===== src/rtl/bftr_pkg.sv =====
// Shared types, constants and helpers for the bitmap font text renderer.
// Used by the controller, the datapath and the top level; depends on nothing.
package bftr_pkg;

  // Font geometry. The row count and the store depth must be powers of two.
  localparam int GLYPH_ROWS  = 16;
  localparam int GLYPH_COUNT = 256;
  localparam int FONT_DEPTH  = GLYPH_COUNT * GLYPH_ROWS;
  localparam int FONT_AW     = $clog2(FONT_DEPTH);
  localparam int ROW_W       = $clog2(GLYPH_ROWS);

  // Fixed field widths and drawing constants.
  localparam int CODE_W     = 8;
  localparam int BITS_W     = 8;
  localparam int GROW_W     = 4;
  localparam int POS_W      = 12;
  localparam int COLOUR_W   = 32;
  localparam int ADDR_W     = 25;
  localparam int PITCH_W    = 14;
  localparam int SWIDTH_W   = 13;
  localparam int CFG_IDX_W  = 2;
  localparam int DRAW_ROWS  = 16;
  localparam int DRAW_ROW_W = $clog2(DRAW_ROWS);
  localparam int GLYPH_W    = 8;
  localparam int LINE_H     = 16;

  localparam logic [PITCH_W-1:0]  PITCH_RST  = PITCH_W'(1024);
  localparam logic [SWIDTH_W-1:0] SWIDTH_RST = SWIDTH_W'(1024);

  typedef enum logic [1:0] {
    REQ_LOAD    = 2'd0,
    REQ_DRAW    = 2'd1,
    REQ_CURSOR  = 2'd2,
    REQ_NEWLINE = 2'd3
  } req_e;

  typedef enum logic [CFG_IDX_W-1:0] {
    REG_LINE_PITCH   = CFG_IDX_W'(0),
    REG_SCREEN_WIDTH = CFG_IDX_W'(1)
  } cfg_reg_e;

  typedef enum logic [1:0] {
    ST_IDLE,
    ST_MUL,
    ST_ADD,
    ST_ROWS
  } state_e;

  // Controller to datapath commands.
  typedef struct packed {
    logic load_font;
    logic set_cursor;
    logic newline;
    logic start_draw;
    logic mul;
    logic add;
    logic emit_row;
  } cmd_t;

  // Datapath to controller status.
  typedef struct packed {
    logic out_free;
    logic row_last;
  } status_t;

  // Entry of row r of glyph c: c * GLYPH_ROWS + r, wrapped to the store depth.
  function automatic logic [FONT_AW-1:0] font_index(logic [CODE_W-1:0] code,
                                                    logic [DRAW_ROW_W-1:0] row);
    logic [31:0] sum;
    sum = 32'(code) * 32'(GLYPH_ROWS) + 32'(row);
    return sum[FONT_AW-1:0];
  endfunction

endpackage


===== src/rtl/bftr_ctrl.sv =====
// Controller state machine of the bitmap font text renderer.
// Depends on bftr_pkg for the state, request and command types.
module bftr_ctrl (
  input  logic                 clk_i,
  input  logic                 rst_ni,
  input  logic                 in_valid_i,
  input  logic [1:0]           req_type_i,
  output logic                 in_stall_o,
  input  bftr_pkg::status_t    status_i,
  output bftr_pkg::cmd_t       cmd_o
);

  bftr_pkg::state_e state_q, state_d;
  bftr_pkg::req_e   req;

  assign req = bftr_pkg::req_e'(req_type_i);

  always_ff @(posedge clk_i or negedge rst_ni) begin
    if (!rst_ni) begin
      state_q <= bftr_pkg::ST_IDLE;
    end else begin
      state_q <= state_d;
    end
  end

  always_comb begin
    state_d    = state_q;
    cmd_o      = '0;
    in_stall_o = 1'b1;
    case (state_q)
      bftr_pkg::ST_IDLE: begin
        in_stall_o = 1'b0;
        if (in_valid_i) begin
          case (req)
            bftr_pkg::REQ_LOAD:    cmd_o.load_font  = 1'b1;
            bftr_pkg::REQ_CURSOR:  cmd_o.set_cursor = 1'b1;
            bftr_pkg::REQ_NEWLINE: cmd_o.newline    = 1'b1;
            bftr_pkg::REQ_DRAW: begin
              cmd_o.start_draw = 1'b1;
              state_d          = bftr_pkg::ST_MUL;
            end
            default: ;
          endcase
        end
      end
      bftr_pkg::ST_MUL: begin
        cmd_o.mul = 1'b1;
        state_d   = bftr_pkg::ST_ADD;
      end
      bftr_pkg::ST_ADD: begin
        cmd_o.add = 1'b1;
        state_d   = bftr_pkg::ST_ROWS;
      end
      bftr_pkg::ST_ROWS: begin
        if (status_i.out_free) begin
          cmd_o.emit_row = 1'b1;
          if (status_i.row_last) begin
            state_d = bftr_pkg::ST_IDLE;
          end
        end
      end
      default: state_d = bftr_pkg::ST_IDLE;
    endcase
  end

endmodule


===== config.mk =====
export PLATFORM = sky130hd
export DESIGN_NAME = bftr_ctrl
export DESIGN_NICKNAME = d
export VERILOG_FILES = /design/src/rtl/bftr_pkg.sv /design/src/rtl/bftr_ctrl.sv
export SDC_FILE = /design/constraint.sdc
export NUM_CORES = 1
export LEC_CHECK = 0
export ABC_AREA = 1
export BUFFER_PORTS_ARGS = -buffer_cell sky130_fd_sc_hd__buf_4
export CAP_MARGIN = 20
export CORE_AREA = 5 5 42 44
export CTS_CLUSTER_SIZE = 16
export DETAILED_ROUTE_END_ITERATION = 7
export DIE_AREA = 0 0 47 49
export PLACE_DENSITY_LB_ADDON = 0.3
export SYNTH_ARGS = -nofsm -noshare
export SYNTH_HDL_FRONTEND = slang
export SYNTH_SLANG_ARGS = --single-unit
export TNS_END_PERCENT = 20

===== constraint.sdc =====
create_clock -name clk_i -period 2.3 [get_ports clk_i]
set_input_delay 0.46 -clock clk_i [delete_from_list [all_inputs] [get_ports clk_i]]
set_output_delay 0.46 -clock clk_i [all_outputs]
set_load 0.01 [all_outputs]

==> flow_metrics.env, run 1 <==
export IMPL_worst_skew_pair_late_latency_ns=0.22
export IMPL_worstPathRequired_ns=1.84
export IMPL_synth_flop_cell="sky130_fd_sc_hd__dfrtp_1"
export IMPL_initial_util_pct=16.0
export IMPL_holdWs_ns=0.535
export IMPL_leading_cell_type_by_number_of_instances_after_synthesis="sky130_fd_sc_hd__nand2_1"
export IMPL_remaining_drc_errors=0
export IMPL_globalRouteTotalUtil_pct=5.07
export IMPL_layout_drive_gt1_share_pct=37.3
export IMPL_postRouteAntennaNets=0
export IMPL_layout_worst_path_cycle_share_pct=80.2
export IMPL_maxSlewViolCount=0
export IMPL_design_power_uw=412
export IMPL_mappedNetlistNets=45
export IMPL_synth_compound_area_share_pct=0
export IMPL_timing_worst_setup_path_type="flip-flop to output pin"
export IMPL_path_max_fanout=4
export IMPL_status="complete, no violations"
export IMPL_hold_viol=0
export IMPL_finClkSkew_ns=0.00150
export IMPL_post_synth_most_frequent_cells="sky130_fd_sc_hd__nand2_1, sky130_fd_sc_hd__inv_1, sky130_fd_sc_hd__ha_1, sky130_fd_sc_hd__nand3_1"
export IMPL_synth_seq_area_share_pct=22.3
export IMPL_viasPerCell=3.60
export IMPL_nets=65
export IMPL_power_per_cell_area_nw_per_um2=1080
export IMPL_clock_fmax_ghz=0.542
export IMPL_syn_cell_area_um2=224
export IMPL_finalWirelength_um=551
export IMPL_gates_resized_cts_repair=0
export IMPL_synth_xor_xnor_area_share_pct=0
export IMPL_portBuffers=14
export IMPL_netlist_cell_type_count=10
export IMPL_peakVddDrop_uv=384
export IMPL_hpwl_um=457
export IMPL_critPathLaunchType="flip-flop"
export IMPL_worst_slew_margin_rel_pct=84.8
export IMPL_ys_top_cells_by_area="sky130_fd_sc_hd__ha_1, sky130_fd_sc_hd__dfrtp_1, sky130_fd_sc_hd__nand2_1"
export IMPL_synth_top_area_share_pct=27.9
export IMPL_die_width_um=47
export IMPL_num_vias=241
export IMPL_number_of_enable_flip_flop_cells_after_synthesis=0
export IMPL_worst_slew_pin_slew_ns=0.226
export IMPL_yosys_area_share_adder_pct=27.9
export IMPL_antennaDiodeCount=0
export IMPL_clock_sinks=2
export IMPL_post_cts_buffers=0
export IMPL_reg_largest_list="state_q (2)"
export IMPL_post_route_cell_area_um2=382
export IMPL_synthCells=33
export IMPL_synth_largest_area_cell="sky130_fd_sc_hd__ha_1"
export IMPL_synth_top_family_by_area="simple AND/OR/NAND/NOR gates"
export IMPL_hp_class="flip-flop to flip-flop"
export IMPL_clk_transition_reported_paths_ns=0.03
export IMPL_synth_warning_count=0
export IMPL_global_route_overflow_total=0
export IMPL_post_synth_cell_area_avg_um2=6.79
export IMPL_cap_viol_max_count=0
export IMPL_setup_violations_final=0
export IMPL_core_rowCount=14
export IMPL_cp_data_arrival_time_ns=1.38
export IMPL_drt_pass1_iter_count=1
export IMPL_unrepaired_setup_endpoints_after_global_routing="no"
export IMPL_via_count_of_the_first_global_routing_pass=242
export IMPL_floorplan_core_area_um2=1400
export IMPL_drt_wirelength_per_cell_um=8.22
export IMPL_totalNegativeSetupSlack_ns=0
export IMPL_clk_path_buf_depth=2
export IMPL_synth_mux_area_fraction_pct=0
export IMPL_iter_0_drt_violations=0
export IMPL_floorplan_die_height_um=49
export IMPL_hold_buffers=1
export IMPL_largest_register_ffs=2
export IMPL_post_route_min_period_ns=1.84
export IMPL_async_reset_ff_share_pct=100
export IMPL_cts_tree="built"
export IMPL_max_flop_register="state_q"
export IMPL_post_synth_and_or_nand_nor_area_fraction_pct=39.7
export IMPL_placement_cell_area_um2=349
export IMPL_clock_tree_root_cell="sky130_fd_sc_hd__clkbuf_4"
export IMPL_cts_inserted_buffers=3
export IMPL_grt_pass1_wl_um=834
export IMPL_floorplan_die_area_um2=2300
export IMPL_p_leak_uw=0.000227
export IMPL_grt_start_max_net_pins=5
export IMPL_antenna_found_initial=0
export IMPL_syn2layout_area_growth_pct=70.4
export IMPL_ys_ff_latch=2
export IMPL_gp_routability_congestion=0.740
export IMPL_cts_htree_levels=1
export IMPL_top_level_ports=15
export IMPL_postLayoutCoreUtil_pct=27.2
export IMPL_critPathCaptureType="output pin"
## power breakdown
group / switching (uW) / internal, uW / total (uW)
combinational: 137 / 121 / 259
clock: 20.6 / 57.6 / 78.3
sequential: 19.6 / 55.8 / 75.3
total: 178 / 235 / 412
## per-layer routing
metal | vias up | wire (um) | GRT usage, %
met4 | 0 | 0 | 5.53
met1 | 94 | 231 | 4.62
li1 | 138 | - | -
met2 | 9 | 254 | 7.92
met3 | 0 | 65 | 1.48
met5 | - | 0 | 0
## worst max-delay path, cell delays in order, from the launching register on
cell and delay, ns:
sky130_fd_sc_hd__dfrtp_1 0.40, sky130_fd_sc_hd__inv_1 0.12, sky130_fd_sc_hd__ha_1 0.22, sky130_fd_sc_hd__inv_1 0.08, sky130_fd_sc_hd__nor4_1 0.17, sky130_fd_sc_hd__buf_4 0.17
## final cells by class
class	count	area, um2
clock buffers	3	22.5
fillers	167	1020
flip-flops and latches	2	50.0
well taps	16	20.0
multi-input cells	25	151
repair buffers	15	115
inverters	6	22.5
## through the flow
step                setup WS [ns]  instances
finish                      0.456         67
floorplan                   0.697         33
global route                0.349         67
detailed placement          0.684         63
CTS                         0.432         67
global placement            0.694         63
## logic make-up (layout without fill, tap and decap cells)
group | after synthesis | in the layout
buffers and inverters | 6 | 24
adder cells (fa/ha/maj) | 5 | 5
flip-flops | 2 | 2
AND/OR/NAND/NOR | 20 | 20
## cell usage in the layout (no fill, tap or decap)
cell type / instances
sky130_fd_sc_hd__buf_4: 14
sky130_fd_sc_hd__dfrtp_1: 2
sky130_fd_sc_hd__nor4_1: 1
sky130_fd_sc_hd__nand2_2: 1
sky130_fd_sc_hd__nor3_1: 1
sky130_fd_sc_hd__dlygate4sd3_1: 1
sky130_fd_sc_hd__or2_2: 1
sky130_fd_sc_hd__inv_1: 6
sky130_fd_sc_hd__nor2_1: 2
sky130_fd_sc_hd__nand3_1: 4
sky130_fd_sc_hd__clkbuf_4: 3
sky130_fd_sc_hd__ha_1: 5
sky130_fd_sc_hd__nand2_1: 10
## final timing paths
kind / start / endpoint / slack (ns) / depth (start not counted)
setup / recovery: state_q[0] / cmd_o[6] / 0.46 / 5
hold / removal: state_q[1] / state_q[1] / 0.53 / 2
setup reg to reg: state_q[0] / state_q[0] / 1.07 / 5
hold reg to reg: state_q[1] / state_q[1] / 0.53 / 2
max in group asynchronous: rst_ni / state_q[1] / 1.67 / 2
min in group asynchronous: rst_ni / state_q[0] / 0.55 / 2
Power figures use the tool's default switching activity.
==> inputs of run 2 (changes only) <==
Clock period 2.3 ns to 1.75 ns, I/O delays scaled along.
==> run 2 against run 1 <==
- setup slack worse by 0.39 ns
- clock power up 33%
- critical path depth unchanged
- sequential share of layout area down 1.7 points
- worst hold slack lost 0.10 ns
- non-clock buffer count up 3
- first-iteration DRC count increased by 1
- register-to-register slack got worse by 0.53 ns
- core utilization up 4.1 points
- global-route usage decreased by 0.070 points
- via count increased by 7.5%
- critical path type unchanged
- largest power group unchanged
==> flow_metrics.env, run 2 (synthesis gave the netlist of run 1 again) <==
export IMPL_fillCellCount=167
export IMPL_cts_htree_levels=1
export IMPL_cp_data_arrival_time_ns=1.34
export IMPL_clock_sinks=2
export IMPL_initial_util_pct=16.0
export IMPL_core_rowCount=14
export IMPL_groute_layer_met2_usage_pct=7.47
export IMPL_max_flop_register="state_q"
export IMPL_grt_start_max_net_pins=5
export IMPL_gr_usage_met3_pct=0.369
export IMPL_p_leak_uw=0.000243
export IMPL_post_route_cell_area_um2=439
export IMPL_largest_register_ffs=2
export IMPL_global_route_overflow_total=0
export IMPL_mostFrequentLayoutCell="sky130_fd_sc_hd__buf_4"
export IMPL_clock_fmax_ghz=0.593
export IMPL_layout_worst_path_cycle_share_pct=96.4
export IMPL_worst_slew_margin_rel_pct=87.6
export IMPL_iter_0_drt_violations=1
export IMPL_finClkSkew_ns=0.00128
export IMPL_worst_skew_pair_late_latency_ns=0.23
export IMPL_cts_inserted_buffers=3
export IMPL_viasPerCell=3.70
export IMPL_antenna_found_initial=0
export IMPL_grt_busiest_layer="met2"
export IMPL_floorplan_die_area_um2=2300
export IMPL_hpwl_um=472
export IMPL_postRouteAntennaNets=0
export IMPL_drt_pass1_iter_count=2
export IMPL_reg_largest_list="state_q (2)"
export IMPL_critPathCaptureType="output pin"
export IMPL_worstPathRequired_ns=1.40
export IMPL_gp_routability_congestion=0.715
export IMPL_drt_wirelength_per_cell_um=9.01
export IMPL_cap_viol_max_count=0
export IMPL_floorplan_die_height_um=49
export IMPL_power_per_cell_area_nw_per_um2=1520
export IMPL_die_width_um=47
export IMPL_timing_worst_setup_path_type="flip-flop to output pin"
export IMPL_status="complete, no violations"
export IMPL_floorplan_core_area_um2=1400
export IMPL_worst_slew_pin_slew_ns=0.185
export IMPL_layout_drive_gt1_share_pct=51.9
export IMPL_cts_tree="built"
export IMPL_clk_transition_reported_paths_ns=0.03
export IMPL_num_vias=259
export IMPL_setup_violations_final=0
export IMPL_via_count_of_the_first_global_routing_pass=227
export IMPL_placement_cell_area_um2=349
export IMPL_critPathLaunchType="flip-flop"
export IMPL_top_level_ports=15
export IMPL_finalWirelength_um=631
export IMPL_nets=68
export IMPL_syn2layout_area_growth_pct=96.1
export IMPL_clock_tree_root_cell="sky130_fd_sc_hd__clkbuf_4"
export IMPL_reg2reg_setup_slack_ns=0.54
export IMPL_final_cell_mix="sky130_fd_sc_hd__buf_4, sky130_fd_sc_hd__nand2_1, sky130_fd_sc_hd__nand3_1, sky130_fd_sc_hd__ha_1"
export IMPL_globalRouteTotalUtil_pct=5.00
export IMPL_portBuffers=14
export IMPL_peakVddDrop_uv=589
export IMPL_multi_input_area_um2=184
export IMPL_clk_path_buf_depth=2
export IMPL_totalNegativeSetupSlack_ns=0
export IMPL_ff_latch_area_um2=50.0
export IMPL_remaining_drc_errors=0
export IMPL_unrepaired_setup_endpoints_after_global_routing="yes"
export IMPL_hold_viol=0
export IMPL_antennaDiodeCount=0
export IMPL_post_route_min_period_ns=1.69
export IMPL_grt_pass1_wl_um=828
export IMPL_path_max_fanout=4
export IMPL_hp_class="input pin to async pin"
export IMPL_groute_layer_met1_usage_pct=5.49
export IMPL_maxSlewViolCount=0
## run 2: cell count changes in the layout (fill, tap and decap cells not counted)
cell                     before  now
sky130_fd_sc_hd__inv_2        0    2
sky130_fd_sc_hd__inv_1        6    3
sky130_fd_sc_hd__nor3_2       0    1
sky130_fd_sc_hd__nor4_4       0    1
sky130_fd_sc_hd__inv_4        0    1
sky130_fd_sc_hd__buf_4       14   17
sky130_fd_sc_hd__ha_1         5    4
sky130_fd_sc_hd__nor3_1       1    0
sky130_fd_sc_hd__nor4_1       1    0
sky130_fd_sc_hd__ha_4         0    1
## run 2: worst max-delay path: stages, from the launching register on
cell	delay, ns
sky130_fd_sc_hd__dfrtp_1	0.40
sky130_fd_sc_hd__inv_2	0.11
sky130_fd_sc_hd__ha_4	0.17
sky130_fd_sc_hd__inv_4	0.04
sky130_fd_sc_hd__nor4_4	0.23
sky130_fd_sc_hd__buf_4	0.16
## run 2: worst paths after layout
path,end,cells after the start,from
setup reg to reg,state_q[0],5,state_q[0]
max in group asynchronous,state_q[1],2,rst_ni
hold reg to reg,state_q[1],2,state_q[1]
setup / recovery,cmd_o[6],5,state_q[1]
hold / removal,state_q[0],2,rst_ni
min in group clk_i,state_q[1],5,status_i[0]
## run 2: metrics by stage
stage	cells	worst slack (ns)	utilization (%)	power, uW	hold slack (ns)
floorplan	33	0.257	-	319	0.0544
global placement	63	0.265	24.9	447	0.133
detailed placement	63	0.224	24.9	447	0.133
CTS	67	0.00463	27.9	570	0.425
global route	70	-0.0165	31.3	739	0.427
finish	70	0.0635	31.3	666	0.435
## run 2: layout make-up
type,count,share of cell area (%)
flip-flops and latches,2,11.4
repair buffers,18,31.3
multi-input cells,25,41.9
inverters,6,5.70
well taps,16,4.56
clock buffers,3,5.13
## run 2: metal layers
metal,up-vias,part of all wire (%),wire length [um]
met3,0,9.0,57
met1,106,44,277
met2,9,47,296
met5,-,0,0
met4,0,0,0
li1,144,-,-
## run 2: report_power, final
group	leakage, uW	internal [uW]	switching (uW)
clock network	0.0000138	75.8	27.8
logic	0.000205	236	225
registers	0.0000240	73.3	27.7
total	0.000243	385	281
## run 2: repair_timing
| action | 4_1_cts | 5_1_grt |
|---|---|---|
| resized for setup | 2 | 7 |
| endpoints found under the hold margin | 2 | 0 |
| hold buffers | 1 | 0 |
| pin swaps | 0 | 2 |
| endpoints found under the setup margin | 2 | 2 |
| buffers inserted | 0 | 3 |
